File: src/design/assert_macros.svh
`ifndef ASSERT_MACROS_SVH
`define ASSERT_MACROS_SVH

// expression must never hold outside reset
`define ASSERT_NEVER(label, clk, rst_n, expr) \
    label: assert property (@(posedge clk) disable iff (!rst_n) !(expr)) \
        else $error("assertion failed");

// antecedent implies consequent in the same cycle
`define ASSERT_IMPLY(label, clk, rst_n, ante, cons) \
    label: assert property (@(posedge clk) disable iff (!rst_n) (ante) |-> (cons)) \
        else $error("assertion failed");

// antecedent implies consequent in the next cycle
`define ASSERT_IMPLY_NEXT(label, clk, rst_n, ante, cons) \
    label: assert property (@(posedge clk) disable iff (!rst_n) (ante) |=> (cons)) \
        else $error("assertion failed");

`endif

File: src/design/owrm_pkg.sv
`default_nettype none

package owrm_pkg;

    localparam logic [7:0] CMD_READ_MEM = 8'hF0;
    localparam logic [7:0] BYTE_PASSIVE = 8'hFF;
    localparam logic [7:0] BYTE_ZERO    = 8'h00;
    localparam logic [7:0] CRC_POLY     = 8'h8C;

    localparam int OPQ_DEPTH = 4;
    localparam int OUT_DEPTH = 4;
    localparam int CFG_IDX_W = 4;
    localparam int REDIR_REGS = 4;

    typedef enum logic [1:0] {
        FN_BUS_RESET = 2'd0,
        FN_WRITE     = 2'd1,
        FN_READ      = 2'd2,
        FN_LOAD      = 2'd3
    } t_func;

    typedef enum logic [2:0] {
        PH_CMD,
        PH_TA_LO,
        PH_TA_HI,
        PH_CRC_HDR,
        PH_DATA,
        PH_CRC_DATA,
        PH_PASSIVE
    } t_phase;

    typedef enum logic [2:0] {
        OP_LIT,
        OP_HDR,
        OP_MEM,
        OP_DFF,
        OP_DCRC,
        OP_LOAD
    } t_op_kind;

    typedef struct packed {
        t_op_kind   kind;
        logic [7:0] data;
        logic [7:0] addr;
    } t_op;

    function automatic logic [7:0] f_crc8(input logic [7:0] crc, input logic [7:0] b);
        logic [7:0] c;
        c = crc ^ b;
        for (int k = 0; k < 8; k++) begin
            c = c[0] ? ((c >> 1) ^ CRC_POLY) : (c >> 1);
        end
        return c;
    endfunction

endpackage

`default_nettype wire

File: src/design/owrm_fifo.sv
`default_nettype none

module owrm_fifo import owrm_pkg::*; #(
    parameter int WIDTH = 8,
    parameter int DEPTH = 4
) (
    input  wire logic                       i_clk,
    input  wire logic                       i_rst_n,
    input  wire logic                       i_push,
    input  wire logic [WIDTH-1:0]           i_data,
    input  wire logic                       i_pop,
    output logic      [WIDTH-1:0]           o_data,
    output logic                            o_full,
    output logic                            o_empty,
    output logic      [$clog2(DEPTH+1)-1:0] o_count
);

    localparam int AW = $clog2(DEPTH);
    localparam int CW = $clog2(DEPTH + 1);
    localparam logic [CW-1:0] FULL_COUNT = CW'(DEPTH);

    logic [WIDTH-1:0] r_mem [DEPTH];
    logic [AW-1:0]    r_wptr, n_wptr;
    logic [AW-1:0]    r_rptr, n_rptr;
    logic [CW-1:0]    r_count, n_count;

    always_comb begin
        n_wptr  = r_wptr;
        n_rptr  = r_rptr;
        n_count = r_count;
        if (i_push) begin
            n_wptr = r_wptr + AW'(1);
        end
        if (i_pop) begin
            n_rptr = r_rptr + AW'(1);
        end
        if (i_push && !i_pop) begin
            n_count = r_count + CW'(1);
        end else if (!i_push && i_pop) begin
            n_count = r_count - CW'(1);
        end
    end

    always_ff @(posedge i_clk) begin
        if (!i_rst_n) begin
            r_wptr  <= '0;
            r_rptr  <= '0;
            r_count <= '0;
        end else begin
            r_wptr  <= n_wptr;
            r_rptr  <= n_rptr;
            r_count <= n_count;
        end
    end

    always_ff @(posedge i_clk) begin
        if (i_push) begin
            r_mem[r_wptr] <= i_data;
        end
    end

    assign o_data  = r_mem[r_rptr];
    assign o_full  = (r_count == FULL_COUNT);
    assign o_empty = (r_count == '0);
    assign o_count = r_count;

endmodule

`default_nettype wire

File: src/design/owrm_front.sv
`default_nettype none

module owrm_front import owrm_pkg::*; #(
    parameter int MEM_BYTES  = 128,
    parameter int PAGE_TOTAL = 4
) (
    input  wire logic                 i_clk,
    input  wire logic                 i_rst_n,
    input  wire logic                 i_accept,
    input  wire logic [1:0]           i_func,
    input  wire logic [7:0]           i_data_byte,
    input  wire logic [6:0]           i_load_address,
    input  wire logic                 i_cfg_wr_en,
    input  wire logic [CFG_IDX_W-1:0] i_cfg_index,
    input  wire logic [1:0]           i_cfg_data,
    output logic                      o_op_push,
    output t_op                       o_op
);

    localparam logic [8:0] MEM_LIM  = 9'(MEM_BYTES);
    localparam logic [2:0] PAGE_LIM = 3'(PAGE_TOTAL);

    t_phase     r_phase, n_phase;
    logic [7:0] r_cmd, n_cmd;
    logic [7:0] r_ta, n_ta;
    logic [7:0] r_crc, n_crc;
    logic [7:0] r_rp, n_rp;
    logic [1:0] r_redir [REDIR_REGS];

    t_func      func;
    logic [8:0] rp_inc;
    logic [2:0] page;
    logic [1:0] dest;
    logic       dest_ok;
    logic [7:0] real_addr;
    logic       real_ok;

    assign func   = t_func'(i_func);
    assign rp_inc = {1'b0, r_rp} + 9'd1;

    // page redirection
    always_comb begin
        page = r_rp[7:5];
        dest = 2'd0;
        if (!page[2] && (page < PAGE_LIM)) begin
            dest = r_redir[page[1:0]];
        end
        dest_ok   = (dest != 2'd0) && ({1'b0, dest} < PAGE_LIM);
        real_addr = dest_ok ? {1'b0, dest, r_rp[4:0]} : r_rp;
        real_ok   = ({1'b0, real_addr} < MEM_LIM);
    end

    // next state
    always_comb begin
        n_phase = r_phase;
        n_cmd   = r_cmd;
        n_ta    = r_ta;
        n_crc   = r_crc;
        n_rp    = r_rp;
        if (i_accept) begin
            case (func)
                FN_BUS_RESET: begin
                    n_phase = PH_CMD;
                    n_cmd   = BYTE_ZERO;
                    n_ta    = BYTE_ZERO;
                    n_crc   = BYTE_ZERO;
                    n_rp    = BYTE_ZERO;
                end
                FN_WRITE: begin
                    case (r_phase)
                        PH_CMD: begin
                            n_cmd   = i_data_byte;
                            n_crc   = f_crc8(BYTE_ZERO, i_data_byte);
                            n_phase = PH_TA_LO;
                        end
                        PH_TA_LO: begin
                            n_ta    = i_data_byte;
                            n_crc   = f_crc8(r_crc, i_data_byte);
                            n_phase = PH_TA_HI;
                        end
                        PH_TA_HI: begin
                            n_crc = f_crc8(r_crc, i_data_byte);
                            if (r_cmd == CMD_READ_MEM && i_data_byte == BYTE_ZERO) begin
                                n_rp    = r_ta;
                                n_phase = PH_CRC_HDR;
                            end else begin
                                n_phase = PH_PASSIVE;
                            end
                        end
                        default: begin
                            n_phase = PH_PASSIVE;
                        end
                    endcase
                end
                FN_READ: begin
                    case (r_phase)
                        PH_CRC_HDR: begin
                            n_crc   = BYTE_ZERO;
                            n_phase = ({1'b0, r_rp} < MEM_LIM) ? PH_DATA : PH_CRC_DATA;
                        end
                        PH_DATA: begin
                            n_rp = rp_inc[7:0];
                            if (rp_inc >= MEM_LIM) begin
                                n_phase = PH_CRC_DATA;
                            end
                        end
                        PH_CRC_DATA: begin
                            n_phase = PH_PASSIVE;
                        end
                        default: begin
                        end
                    endcase
                end
                default: begin
                end
            endcase
        end
    end

    // op generation
    always_comb begin
        o_op_push = 1'b0;
        o_op.kind = OP_LIT;
        o_op.data = BYTE_PASSIVE;
        o_op.addr = real_addr;
        if (i_accept) begin
            case (func)
                FN_LOAD: begin
                    o_op_push = ({2'b00, i_load_address} < MEM_LIM);
                    o_op.kind = OP_LOAD;
                    o_op.data = i_data_byte;
                    o_op.addr = {1'b0, i_load_address};
                end
                FN_READ: begin
                    o_op_push = 1'b1;
                    case (r_phase)
                        PH_CRC_HDR: begin
                            o_op.kind = OP_HDR;
                            o_op.data = r_crc;
                        end
                        PH_DATA: begin
                            o_op.kind = real_ok ? OP_MEM : OP_DFF;
                        end
                        PH_CRC_DATA: begin
                            o_op.kind = OP_DCRC;
                        end
                        default: begin
                            o_op.kind = OP_LIT;
                        end
                    endcase
                end
                default: begin
                end
            endcase
        end
    end

    always_ff @(posedge i_clk) begin
        if (!i_rst_n) begin
            r_phase <= PH_CMD;
            r_cmd   <= '0;
            r_ta    <= '0;
            r_crc   <= '0;
            r_rp    <= '0;
        end else begin
            r_phase <= n_phase;
            r_cmd   <= n_cmd;
            r_ta    <= n_ta;
            r_crc   <= n_crc;
            r_rp    <= n_rp;
        end
    end

    always_ff @(posedge i_clk) begin
        if (!i_rst_n) begin
            for (int i = 0; i < REDIR_REGS; i++) begin
                r_redir[i] <= 2'd0;
            end
        end else if (i_cfg_wr_en && (i_cfg_index < CFG_IDX_W'(REDIR_REGS))) begin
            r_redir[i_cfg_index[1:0]] <= i_cfg_data;
        end
    end

endmodule

`default_nettype wire

File: src/design/owrm_back.sv
`default_nettype none

`include "assert_macros.svh"

module owrm_back import owrm_pkg::*; #(
    parameter int MEM_BYTES = 128
) (
    input  wire logic i_clk,
    input  wire logic i_rst_n,
    input  wire logic i_opq_empty,
    input  wire t_op  i_op,
    output logic      o_opq_pop,
    input  wire logic i_pop,
    output logic      o_empty,
    output logic [7:0] o_read_byte
);

    localparam int MAW = $clog2(MEM_BYTES);
    localparam int OCW = $clog2(OUT_DEPTH + 1);
    localparam logic [OCW:0] OUT_LIM = (OCW + 1)'(OUT_DEPTH);

    logic [7:0]  r_mem [MEM_BYTES];
    logic [7:0]  r_rdata;
    logic        r_s1_valid;
    t_op_kind    r_s1_kind;
    logic [7:0]  r_s1_data;
    logic [7:0]  r_dcrc, n_dcrc;

    logic [7:0]     s1_value;
    logic           issue;
    logic           out_full;
    logic [OCW-1:0] out_count;
    logic [MAW-1:0] mem_idx;

    assign mem_idx   = i_op.addr[MAW-1:0];
    assign issue     = !i_opq_empty &&
                       (({1'b0, out_count} + (OCW + 1)'(r_s1_valid)) < OUT_LIM);
    assign o_opq_pop = issue;

    always_ff @(posedge i_clk) begin
        if (issue && i_op.kind == OP_LOAD) begin
            r_mem[mem_idx] <= i_op.data;
        end
        if (issue && i_op.kind == OP_MEM) begin
            r_rdata <= r_mem[mem_idx];
        end
    end

    always_ff @(posedge i_clk) begin
        if (!i_rst_n) begin
            r_s1_valid <= 1'b0;
            r_dcrc     <= '0;
        end else begin
            r_s1_valid <= issue && (i_op.kind != OP_LOAD);
            r_dcrc     <= n_dcrc;
        end
    end

    always_ff @(posedge i_clk) begin
        if (issue) begin
            r_s1_kind <= i_op.kind;
            r_s1_data <= i_op.data;
        end
    end

    always_comb begin
        case (r_s1_kind)
            OP_MEM:  s1_value = r_rdata;
            OP_DFF:  s1_value = BYTE_PASSIVE;
            OP_DCRC: s1_value = r_dcrc;
            default: s1_value = r_s1_data;
        endcase
    end

    // data crc over returned memory bytes
    always_comb begin
        n_dcrc = r_dcrc;
        if (r_s1_valid) begin
            case (r_s1_kind)
                OP_HDR:  n_dcrc = BYTE_ZERO;
                OP_MEM:  n_dcrc = f_crc8(r_dcrc, s1_value);
                OP_DFF:  n_dcrc = f_crc8(r_dcrc, s1_value);
                default: n_dcrc = r_dcrc;
            endcase
        end
    end

    owrm_fifo #(
        .WIDTH (8),
        .DEPTH (OUT_DEPTH)
    ) u_out_fifo (
        .i_clk   (i_clk),
        .i_rst_n (i_rst_n),
        .i_push  (r_s1_valid),
        .i_data  (s1_value),
        .i_pop   (i_pop && !o_empty),
        .o_data  (o_read_byte),
        .o_full  (out_full),
        .o_empty (o_empty),
        .o_count (out_count)
    );

    `ASSERT_NEVER(a_s1_into_full, i_clk, i_rst_n, r_s1_valid && out_full)
    `ASSERT_IMPLY(a_issue_has_op, i_clk, i_rst_n, issue, !i_opq_empty)
    `ASSERT_IMPLY_NEXT(a_hdr_clears_crc, i_clk, i_rst_n,
        r_s1_valid && r_s1_kind == OP_HDR, r_dcrc == BYTE_ZERO)

endmodule

`default_nettype wire

File: src/design/onewire_eprom_read_memory_top.sv
`default_nettype none

// channel   | direction | handshake    | payload
// input     | in        | push / full  | i_func, i_data_byte, i_load_address
// result    | out       | pop / empty  | o_read_byte
// config    | in        | i_cfg_wr_en  | i_cfg_index, i_cfg_data
//
// one transaction per cycle in while full is low, one per cycle out while empty is low; a
// read is classified in the front in the accept cycle, then passes through the op queue
// and the back (a registered memory read, then crc/select into the result queue) before it shows at the output
// a four-entry op queue and a four-entry result queue decouple the two sides
// full rises only when the op queue is full; a stalled pop backs up into it
// reset is synchronous active low; memory contents are not cleared

`include "assert_macros.svh"

module onewire_eprom_read_memory_top import owrm_pkg::*; #(
    parameter int MEM_BYTES  = 128,
    parameter int PAGE_TOTAL = 4
) (
    input  wire logic                 i_clk,
    input  wire logic                 i_rst_n,
    input  wire logic                 push,
    output logic                      full,
    input  wire logic [1:0]           i_func,
    input  wire logic [7:0]           i_data_byte,
    input  wire logic [6:0]           i_load_address,
    input  wire logic                 pop,
    output logic                      empty,
    output logic      [7:0]           o_read_byte,
    input  wire logic                 i_cfg_wr_en,
    input  wire logic [CFG_IDX_W-1:0] i_cfg_index,
    input  wire logic [1:0]           i_cfg_data
);

    localparam int OPW = $bits(t_op);
    localparam int QCW = $clog2(OPQ_DEPTH + 1);

    logic           accept;
    logic           op_push;
    t_op            op_in;
    t_op            op_out;
    logic [OPW-1:0] op_out_bits;
    logic           opq_empty;
    logic           opq_pop;
    logic [QCW-1:0] opq_count;

    assign accept = push && !full;
    assign op_out = t_op'(op_out_bits);

    owrm_front #(
        .MEM_BYTES  (MEM_BYTES),
        .PAGE_TOTAL (PAGE_TOTAL)
    ) u_front (
        .i_clk          (i_clk),
        .i_rst_n        (i_rst_n),
        .i_accept       (accept),
        .i_func         (i_func),
        .i_data_byte    (i_data_byte),
        .i_load_address (i_load_address),
        .i_cfg_wr_en    (i_cfg_wr_en),
        .i_cfg_index    (i_cfg_index),
        .i_cfg_data     (i_cfg_data),
        .o_op_push      (op_push),
        .o_op           (op_in)
    );

    owrm_fifo #(
        .WIDTH (OPW),
        .DEPTH (OPQ_DEPTH)
    ) u_opq (
        .i_clk   (i_clk),
        .i_rst_n (i_rst_n),
        .i_push  (op_push),
        .i_data  (op_in),
        .i_pop   (opq_pop),
        .o_data  (op_out_bits),
        .o_full  (full),
        .o_empty (opq_empty),
        .o_count (opq_count)
    );

    owrm_back #(
        .MEM_BYTES (MEM_BYTES)
    ) u_back (
        .i_clk       (i_clk),
        .i_rst_n     (i_rst_n),
        .i_opq_empty (opq_empty),
        .i_op        (op_out),
        .o_opq_pop   (opq_pop),
        .i_pop       (pop),
        .o_empty     (empty),
        .o_read_byte (o_read_byte)
    );

    `ASSERT_IMPLY(a_queue_consistent, i_clk, i_rst_n, opq_empty, opq_count == '0)
    `ASSERT_NEVER(a_no_push_when_full, i_clk, i_rst_n, op_push && full)
    `ASSERT_IMPLY(a_pop_not_empty, i_clk, i_rst_n, opq_pop, opq_count != '0)

endmodule

`default_nettype wire

File: config.mk
export PLATFORM = sky130hd
export DESIGN_NAME = onewire_eprom_read_memory_top
export DESIGN_NICKNAME = d
export VERILOG_FILES = /design/src/design/owrm_pkg.sv /design/src/design/owrm_fifo.sv /design/src/design/owrm_front.sv /design/src/design/owrm_back.sv /design/src/design/onewire_eprom_read_memory_top.sv
export VERILOG_INCLUDE_DIRS = /design/src /design/src/design
export SDC_FILE = /design/constraint.sdc
export NUM_CORES = 1
export LEC_CHECK = 0
export BUFFER_PORTS_ARGS = -buffer_cell sky130_fd_sc_hd__buf_2
export CAP_MARGIN = 10
export CORE_MARGIN = 5
export CORE_UTILIZATION = 46
export CTS_CLUSTER_DIAMETER = 50
export DETAILED_ROUTE_END_ITERATION = 10
export GPL_ROUTABILITY_DRIVEN = 0
export PLACE_DENSITY = 0.59
export SYNTH_ARGS = -nofsm -noshare
export SYNTH_HDL_FRONTEND = slang
export SYNTH_SLANG_ARGS = --single-unit
File: constraint.sdc
create_clock -name i_clk -period 3.9 [get_ports i_clk]
set_input_delay 0.78 -clock i_clk [delete_from_list [all_inputs] [get_ports i_clk]]
set_output_delay 0.78 -clock i_clk [all_outputs]
set_load 0.01 [all_outputs]
==> metrics <==
reg2reg setup slack=-0.04 ns; worst path required time=4.37 ns; Clock Skew=roughly 0.027 ns; Flop pwr share=38.6%; Worst Hold Class=in -> reg; leakage power=about 19 nW; RSZ-0062 raised after global routing=true; fin crit period=3.94 ns; largest area contributor in the netlist=edfxtp_1; Worst EP arrival=4.41 ns; Post-DRT Antenna Nets=0; TritonCTS clock tree=done; Yosys cell types=80; Multi-input gate area=12100 um2; syn_area_per_cell=between 15 and 20 um2; hold_ws=0.352 ns; FF+latch area=~36000 um2; share of cells above drive strength 1=a little under a quarter; syn nets=around 3000; fmax=254 MHz; largest cells by area after synthesis=edfxtp_1, mux4_2, a22oi_1; top-area cell type share of the netlist area=71.0%; Comb pwr share=roughly 30%; asr flop ratio synth=0%; max reg flops=1024; Fin. Hold Viols=0; remaining global-route overflow=0; via count=30117; CTS Buffer Depth=3; cells after synthesis=2990; critical path capture point type=flop; Core Region=between 100000 and 150000 um2; CP max FO=16; Post-Syn Area=approximately 49000 um2; Clk pwr share=31.0%; first-pass GRT wire length=210000 um; most frequent cells in the layout=edfxtp_1, buf_4, nor2_1; Clock Sinks=1219; fin. max-slew vios=0; Die Wd=336 um; failing checks=negative setup slack; register area share after synthesis=73.6%; registers with the most flip-flops=u_back.r_mem: 1024 flops, u_opq.r_mem: 72 flops, u_back.u_out_fifo.r_mem: 32 flops; vias in the first global route=29585; largest net degree at the start of global routing=95; Num CTS Buffers=137; 1st-iter DRT viols=4001; EDFF count, synth=1155; Root Driver=clkbuf_16; synthesis-stage register bit count=between 1000 and 1500; initial antenna violation count=0; io pins=38; TritonRoute pass-1 iters=6; Total Die Area=113000 um2; CTS H-tree depth=4; placed cells=4587; Least-Margin Pin Slew=1.15 ns; PwrDens=736 nW/um2; # Max-Cap Violations=0; final net count=between 3000 and 4000; CP Class=reg -> reg; worst setup margin=-0.0423 ns; buffers added on ports=37; Switching Share=between 30% and 40%; Startpoint Class=flop; Chip Height=336 um; drt total wl=147000 um; Sw Pwr=0.0141 W; Max VDD drop=427 uV; DR vias/cell=6.23; Ys Warns=0; clk slew on worst S/H paths=0.07 ns; Avg WL per Cell=30.5 um; drc violations=0; commonest non-fill, non-tap cell in the layout=edfxtp_1; Top FF cell, synth=edfxtp_1; relative slew slack=23.5%; Biggest register=u_back.r_mem; DPL Wire Length=just under 100000 um; Layout area overhead=18.1%; Layout fillers=8322; Setup Viol. Count Final=2; row cnt=119; fin cells=just under 5000; total track usage=25.8%; hold path depth=2; initial core utilization=about 46%; post-route clock period utilization=101%; outcome=complete, but fails checks; Clock Latency Late Sink=0.74 ns; internal power=between 0.02 and 0.03 W; worst r2r path cells=9
-- per-stage QoR --
stage	utilization (%)	setup TNS, ns	total power (W)	setup slack, ns	cell area [um2]
final	54.7	-0.0813	0.0425	-0.0423	57700
after global routing	54.7	-0.161	0.0437	-0.0569	57700
after CTS	54.7	-0.0529	0.0424	-0.0529	57700
after detailed placement	50.3	-0.655	0.0292	-0.179	53000
after global placement	50.3	-1.02	0.0290	-0.767	53000
after floorplan	-	0	0.0235	0.497	48900
-- routing by layer --
metal  share of wire, %  track usage (%)
met5                  0                0
met2                 46             39.5
met4                4.1             10.1
met3                 10             6.57
met1                 40             35.8
-- synth_stat cells (55+ instances only) --
cell / number
clkbuf_1: 109
mux2i_1: 113
edfxtp_1: 1155
nand2_1: 149
nor2_1: 190
a21oi_1: 77
nor2b_1: 73
dfxtp_1: 64
mux2_2: 88
mux4_2: 65
a22oi_1: 177
buf_2: 55
-- what timing repair did --
item,CTS,global route
endpoints found under the setup margin,16,65
gates resized for setup,9,4
setup buffers,0,1
hold buffers,0,0
gates cloned,0,0
pin swaps,2,2
-- layout make-up --
class,instances,share of cell area [%]
flip-flops and latches,1219,62.3
clock inverters,83,1.69
repair buffers,398,5.48
clock buffers,166,6.33
inverters,21,0.137
diodes,1,0.00434
multi-input cells,1559,21.0
well taps,1391,3.02
-- power groups by stage --
stage | Combinational (W) | Clock [W] | Sequential, W
finish | 0.0129 | 0.0132 | 0.0164
floorplan | 0.00697 | 0 | 0.0165
global route | 0.0134 | 0.0139 | 0.0164
global placement | 0.0124 | 0 | 0.0166
CTS | 0.0127 | 0.0133 | 0.0164
detailed placement | 0.0126 | 0 | 0.0167
-- critical path: stages, from the launching register on --
cell	delay [ns]
edfxtp_1	0.41
mux4_4	0.75
and3b_2	0.41
buf_4	0.27
buf_4	0.21
a22oi_1	0.24
a41oi_2	0.29
or4_1	0.65
nor3_1	0.27
nand4_1	0.16
-- kinds of logic after synthesis --
kind of cell | after synthesis | share of synthesized area (%)
DFF | 1219 | 73.6
buffers and inverters | 212 | 1.90
AOI/OAI and AO/OA | 611 | 9.39
adders and majority gates | 18 | 0.492
and+or+nand+nor | 606 | 6.13
xor gates and xnor gates | 58 | 1.12
muxes | 266 | 7.34
-- path summary, 6_finish.rpt --
check | start | end
setup reg to reg | u_opq.r_mem[3][1] | u_back.r_rdata[0]
hold / removal | i_cfg_data[0] | u_front.r_redir[1][0]
setup / recovery | u_opq.r_mem[3][1] | u_back.r_rdata[0]
hold reg to reg | u_front.r_cmd[1] | u_front.r_cmd[1]
Power figures use the tool's default switching activity.
